**src/hdl/fpsk_pkg.sv**
```systemverilog
// ----------------------------------------------------------------------------
// fpsk_pkg
// Shared types, widths, register indexes and reset values for the frame pacer.
// ----------------------------------------------------------------------------
package fpsk_pkg;

  // Timestamp width and internal time width (timestamp times frame rate)
  localparam int TIMESTAMP_BITS = 48;
  localparam int RATE_BITS      = 8;
  localparam int TIME_BITS      = TIMESTAMP_BITS + RATE_BITS;
  localparam int TICK_BITS      = 32;
  localparam int BUDGET_BITS    = 8;
  localparam int OUT_BITS       = 32;

  // Shift-add multiply runs one multiplier bit per cycle
  localparam int MUL_STEPS    = RATE_BITS;
  localparam int MUL_CNT_BITS = $clog2(MUL_STEPS);

  // Divider retires one quotient bit per cycle
  localparam int DIV_CNT_BITS = $clog2(TIME_BITS);

  // Configuration port
  localparam int CFG_IDX_BITS  = 2;
  localparam int CFG_DATA_BITS = 32;

  typedef logic [TIMESTAMP_BITS-1:0] stamp_t;
  typedef logic [TIME_BITS-1:0]      time_t;
  typedef logic [RATE_BITS-1:0]      rate_t;
  typedef logic [TICK_BITS-1:0]      tick_t;
  typedef logic [BUDGET_BITS-1:0]    budget_t;
  typedef logic [OUT_BITS-1:0]       out_word_t;
  typedef logic [CFG_IDX_BITS-1:0]   cfg_idx_t;
  typedef logic [CFG_DATA_BITS-1:0]  cfg_data_t;

  // Register indexes
  localparam cfg_idx_t REG_FRAMES_PER_SECOND = 2'd0;
  localparam cfg_idx_t REG_TICKS_PER_SECOND  = 2'd1;
  localparam cfg_idx_t REG_MAX_FRAME_SKIP    = 2'd2;

  // Register reset values
  localparam rate_t   FPS_RESET      = 8'd60;
  localparam tick_t   TPS_RESET      = 32'd1000000;
  localparam budget_t MAX_SKIP_RESET = 8'd4;

  // Sequencer states
  typedef enum logic [3:0] {
    ST_IDLE,
    ST_MUL_NOW,
    ST_BUDGET,
    ST_ADVANCE,
    ST_MUL_SPAN,
    ST_LIMIT,
    ST_CHECK,
    ST_PULL,
    ST_GAP,
    ST_LOSS,
    ST_SLEEP,
    ST_DIVIDE,
    ST_HOLD
  } fsm_state_t;

endpackage

```
**src/hdl/fpsk_div.sv**
```systemverilog
// ----------------------------------------------------------------------------
// fpsk_div
// Restoring divider, internal time by frame rate, one quotient bit per cycle,
// quotient saturated to the 32-bit result width.
// ----------------------------------------------------------------------------
module fpsk_div import fpsk_pkg::*; (
  input  logic      clk,
  input  logic      rst,
  input  logic      start,
  input  time_t     dividend,
  input  rate_t     divisor,
  output logic      busy,
  output out_word_t quotient
);

  time_t                   quo;
  rate_t                   rem;
  rate_t                   dvs;
  logic [DIV_CNT_BITS-1:0] cnt;

  logic [RATE_BITS:0] trial;
  logic [RATE_BITS:0] trial_diff;
  logic               fits;

  // One restoring step: bring down the next dividend bit
  always_comb begin
    trial      = {rem, quo[TIME_BITS-1]};
    trial_diff = trial - {1'b0, dvs};
    fits       = trial >= {1'b0, dvs};
  end

  // Control
  always_ff @(posedge clk) begin
    if (rst) begin
      busy <= 1'b0;
      cnt  <= '0;
    end else if (start) begin
      busy <= 1'b1;
      cnt  <= '0;
    end else if (busy) begin
      cnt <= cnt + 1'b1;
      if (cnt == DIV_CNT_BITS'(TIME_BITS - 1)) begin
        busy <= 1'b0;
      end
    end
  end

  // Datapath: quotient shifts in over the dividend
  always_ff @(posedge clk) begin
    if (start) begin
      quo <= dividend;
      rem <= '0;
      dvs <= divisor;
    end else if (busy) begin
      quo <= {quo[TIME_BITS-2:0], fits};
      rem <= fits ? trial_diff[RATE_BITS-1:0] : trial[RATE_BITS-1:0];
    end
  end

  // Saturate to the result width
  generate
    if (TIME_BITS > OUT_BITS) begin : g_sat
      assign quotient = (|quo[TIME_BITS-1:OUT_BITS]) ? '1 : quo[OUT_BITS-1:0];
    end else begin : g_wide
      assign quotient = out_word_t'(quo);
    end
  endgenerate

endmodule

```
**config.mk**
```make
export PLATFORM = sky130hd
export DESIGN_NAME = fpsk_div
export DESIGN_NICKNAME = d
export VERILOG_FILES = /design/src/hdl/fpsk_pkg.sv /design/src/hdl/fpsk_div.sv
export SDC_FILE = /design/constraint.sdc
export NUM_CORES = 1
export LEC_CHECK = 0
export BUFFER_PORTS_ARGS = -buffer_cell sky130_fd_sc_hd__buf_2
export CORE_MARGIN = 2
export CORE_UTILIZATION = 50
export CTS_BUF_LIST = sky130_fd_sc_hd__clkbuf_2
export DETAILED_ROUTE_END_ITERATION = 10
export PLACE_DENSITY = 0.85
export SLEW_MARGIN = 5
export SYNTH_ARGS = -nofsm -noshare
export SYNTH_HDL_FRONTEND = slang
export SYNTH_SLANG_ARGS = --single-unit
export TNS_END_PERCENT = 100
```
**constraint.sdc**
```tcl
create_clock -name clk -period 1.9 [get_ports clk]
set_input_delay 0.095 -clock clk [delete_from_list [all_inputs] [get_ports clk]]
set_output_delay 0.095 -clock clk [all_outputs]
set_load 0.1 [all_outputs]
```
### After elaboration in Yosys (flattened, before gate mapping)

Cells that the tools add are included.

* $add $sub $neg: 2
* multiply operators: 0
* divide/modulo/power cells: 0
* magnitude comparators: 1
* eq/ne operators: 1
* shift operators: 0
* muxes and demuxes: 7
* bitwise gates (word level): 0
* reduce and logical (&&, ||, !) cells: 3

Operators by type and width (number)
* 56-bit 2-to-1 mux: 2
* 32-bit 2-to-1 mux: 1
* 24-bit OR reduction: 1
* 9-bit by 8-bit greater-or-equal comparator with 1-bit output: 1
* 8-bit 2-to-1 mux: 1
* 8-bit subtractor: 1
* 6-bit by 1-bit adder with 6-bit output (second input constant): 1
* 6-bit == test (second input constant): 1
* 1-bit 2-to-1 mux: 3
* 2-bit nonzero test: 1
* 2-bit OR reduction: 1

* register bits after elaboration: 79
* latch bits: 0
* RAM bits: 0
* memory bits (read-only): 0
* output and inout bits: 33
* word-level logic and storage cells: 19
* memories kept: 0

### Depth between registers and ports, before layout

* depth in word-level cells: 4
* depth in mapped cells: 8
* mapped depth without buffers: 8

### Worst setup path before layout

Ideal clock, no wire load.

* kind: reg2reg
* start: reg busy
* end: reg quo[0] (enable)
* library setup time: 0.410 ns
* data arrival time: 2.409 ns
* data required time: 1.490 ns
* slack: -0.919 ns
* cell stages (with the launch flop): 3
* path buffers: 0
* clock period less this slack: 2.819 ns
* cell sequence: dfxtp_1 > nor2_1 > inv_1

* longest elaborated chain between the ends: 1

RTL lines
* start: declaration: line fpsk_div.sv:12 `output logic busy,`
* start signal: assignment: line fpsk_div.sv:35 `busy <= 1'b0;`
* start signal: assignment: line fpsk_div.sv:38 `busy <= 1'b1;`
* start signal: assignment: line fpsk_div.sv:43 `busy <= 1'b0;`
* 2-bit nonzero test (no line)
* end signal: assignment: line fpsk_div.sv:51 `quo <= dividend;`
* end signal: assignment: line fpsk_div.sv:55 `quo <= {quo[TIME_BITS-2:0], fits};`
* end: declaration: line fpsk_div.sv:16 `time_t quo;`

Every way passes these cells.
A chain may end at the register's enable or synchronous reset.

### Final worst setup path

* start: reg quo[42]
* end: out quotient[24]

* longest elaborated chain between the ends: 2

RTL lines
* 24-bit OR reduction: line fpsk_div.sv:63 `assign quotient = (|quo[TIME_BITS-1:OUT_BITS]) ? '1 : quo[OUT_BITS-1:0];`
* 32-bit 2-to-1 mux: line fpsk_div.sv:63
* end: declaration: line fpsk_div.sv:13 `output out_word_t quotient`

Every way passes these cells.

==> run_results.csv <==
group,metric,value,unit
sta,hold_viol,0,
synth,synthCells,298,
sta,hold_slack,0.101,ns
cells_and_area,drive_gt1_frac,0.537,
power_and_ir_drop,total_leakage_power,0.00249,uW
sta,worst-slew-pin-transition,0.579,ns
detailed_routing,ant_nets,0,
synth,synth_top_flop_cell,"edfxtp_1",
sta,worst_clock_skew,0.0529,ns
worst_setup_path,startpoint,"quo[42]",
cts,clock_sinks,79,
cells_and_area,diodes,0,
sta,fin_crit,2.65,ns
worst_setup_path,reg2reg_depth,9,
cells_and_area,final_cell_mix,"67 x buf_2, 65 x dlygate4sd3_1, 64 x edfxtp_1",
synth,synth_edf_count,64,
worst_setup_path,critPathCaptureType,"primary output",
detailed_routing,totalWireLength,15000,um
cts,cts_made_buffers,9,
power_and_ir_drop,pwr_density_cell,653,mW/mm^2
worst_setup_path,reg2reg_slack,-0.30,ns
worst_hold_path,worstHoldPathType,"primary input to flop",
floorplanning,initial_utilization,0.510,
worst_setup_path,r2r-end,"rem[6]",
floorplanning,std_cell_rows,32,
sta,max_freq,0.377,GHz
detailed_routing,drc,0,
cts,tritoncts,"built",
cells_and_area,final_common_cell,"buf_2",
place,routabilityCongestion,0.917,
cts,clk_pin_slew,0.28,ns
power_and_ir_drop,power.total,4110,uW
cells_and_area,instances_no_fill,586,
cts,htreeDepth,3,
synth,synthArstFlopShare,0,
cells_and_area,area_growth,61.4,%
synth,yosysWarnings,0,
worst_setup_path,crit_end,"quotient[24]",
sta,report.final.slew_viol_count,0,
grt,grt-ovfl-total,0,
synth,synth_seq_cells,79,
status,violations,"negative setup slack",
cells_and_area,nets,557,
synth,syn_area,0.00390,sq mm
grt,grt_max_degree,57,
worst_setup_path,start_kind,"flop",
sta,finalCritPeriodShare,1.40,
power_and_ir_drop,seqPwrFrac,0.537,
cts,root_buffer,"clkbuf_2",
grt,antenna_found_initial,0,
synth,avgSynthCellArea,13.1,sq um
sta,relSlewSlack,0.614,
worst_setup_path,crit_arrival,2.56,ns
detailed_routing,drt_pre_antenna_iters,5,
sta,rsz0062_at_grt,"yes",
place,dp_hpwl,6020,um
detailed_routing,wl_per_cell,25.6,um
worst_setup_path,worst-path-max-fanout,11,
synth,synth_cell_type_count,43,
floorplanning,core_area,0.00765,sq mm
synth,synth-seq-area-share,0.569,
place,port_buffers,99,
worst_setup_path,crit_required,1.80,ns
power_and_ir_drop,switching_share,0.291,
floorplanning,dieHeight,92.3,um
grt,grt_pass1_wl,18100,um
detailed_routing,initialDrtViolationCount,231,
status,status,"finished, violations left",
cts,cts_buffer_depth,2,
place,place_inst,498,
place,placed_cell_area,0.00463,sq mm
flow_run,cap_violations,0,
cells_and_area,final_area,0.00630,sq mm
power_and_ir_drop,p_sw,1200,uW
floorplanning,ioPinCount,100,
grt,grt_usage,0.278,
floorplanning,die_w,92.3,um
power_and_ir_drop,clockPowerShare,0.273,
place,dp_slack,-0.0761,ns
grt,grt_pass1_vias,3488,
floorplanning,dieArea,0.00853,sq mm
power_and_ir_drop,ir_worst_vdd,0.000469,V
power_and_ir_drop,p_comb_frac,0.190,
power_and_ir_drop,intPower,2920,uW
sta,setup_violations,40,
sta,worst_slack,-0.755,ns
worst_setup_path,path_class,"flop to primary output",
synth,syn-num-nets,375,
detailed_routing,routed_via_density,6.07,
worst_setup_path,rr_startpoint,"quo[55]",
cts,clock_latency,0.58,ns
detailed_routing,via_count,3557,
## registers in the layout (all words and copies together), names as in the netlist
name / flops
dvs: 8
rem: 8
quo: 56
cnt: 6
busy: 1
## cell type report
type | count | area [sq um]
flip-flops and latches | 79 | 2230
multi-input cells | 192 | 1900
repair buffers | 187 | 1850
clock inverters | 6 | 93.8
fillers | 328 | 1350
clock buffers | 9 | 45.0
well taps | 102 | 128
inverters | 11 | 47.5
## through the flow
stage / TNS, ns / utilization
floorplan: 0 / -
global placement: 0 / 0.606
global route: -25.95 / 0.824
detailed placement: -0.168 / 0.606
CTS: -15.35 / 0.756
finish: -23.83 / 0.824
## power by group through the flow
stage	registers (uW)	logic, uW	clock network [uW]
2_1_floorplan	2160	323	0
3_3_place_gp	2180	468	0
3_5_place_dp	2180	497	0
4_1_cts	2160	659	1090
5_1_grt	2210	817	1170
6_report	2210	782	1120
## cells in the mapped netlist (5+ instances only)
master	number	area, sq um
edfxtp_1	64	1920
inv_1	11	41.3
nor2_1	17	63.8
or3_1	33	206
nand2_1	11	41.3
a21oi_1	5	25.0
xor2_1	7	61.3
clkbuf_1	12	45.0
dfxtp_1	15	300
nor4_1	6	37.5
ha_1	9	113
mux2_2	56	631
mux2i_1	5	50.1
## critical path, cell delays in order (launching register included)
cell and delay, ns:
edfxtp_1 0.51, nor4_2 0.34, nand4_1 0.19, buf_6 0.19, buf_8 0.14, or3_1 0.39, buf_6 0.21
## worst min path at each step
stage / end / startpoint / cells past startpoint / slack [ns]
floorplan: busy / rst / 1 / 0.16
global placement: busy / rst / 2 / 0.26
detailed placement: busy / rst / 2 / 0.26
CTS: busy / start / 3 / 0.06
global route: busy / start / 3 / 0.09
finish: busy / start / 3 / 0.10
## layer usage
layer	track usage	share of wire
met1	0.319	0.35
met2	0.495	0.52
met3	0.0797	0.089
met4	0.0945	0.039
met5	0	0
## cells by family after synthesis
group,count (synthesis),share of synthesized area
flip-flops,79,0.569
buffers and inverters,27,0.0285
XOR/XNOR,9,0.0202
multiplexers,62,0.178
AND/OR/NAND/NOR,86,0.120
adder cells (fa/ha/maj),10,0.0340
AO/OA/AOI/OAI,25,0.0494
## repair_timing
item,4_1_cts,5_1_grt
gates cloned,0,2
hold buffers,65,0
hold endpoints to repair,71,0
pin swaps,8,11
setup endpoints to repair,38,41
gates resized for setup,89,113
setup buffers,4,3
(Power assumes the default switching activity.)
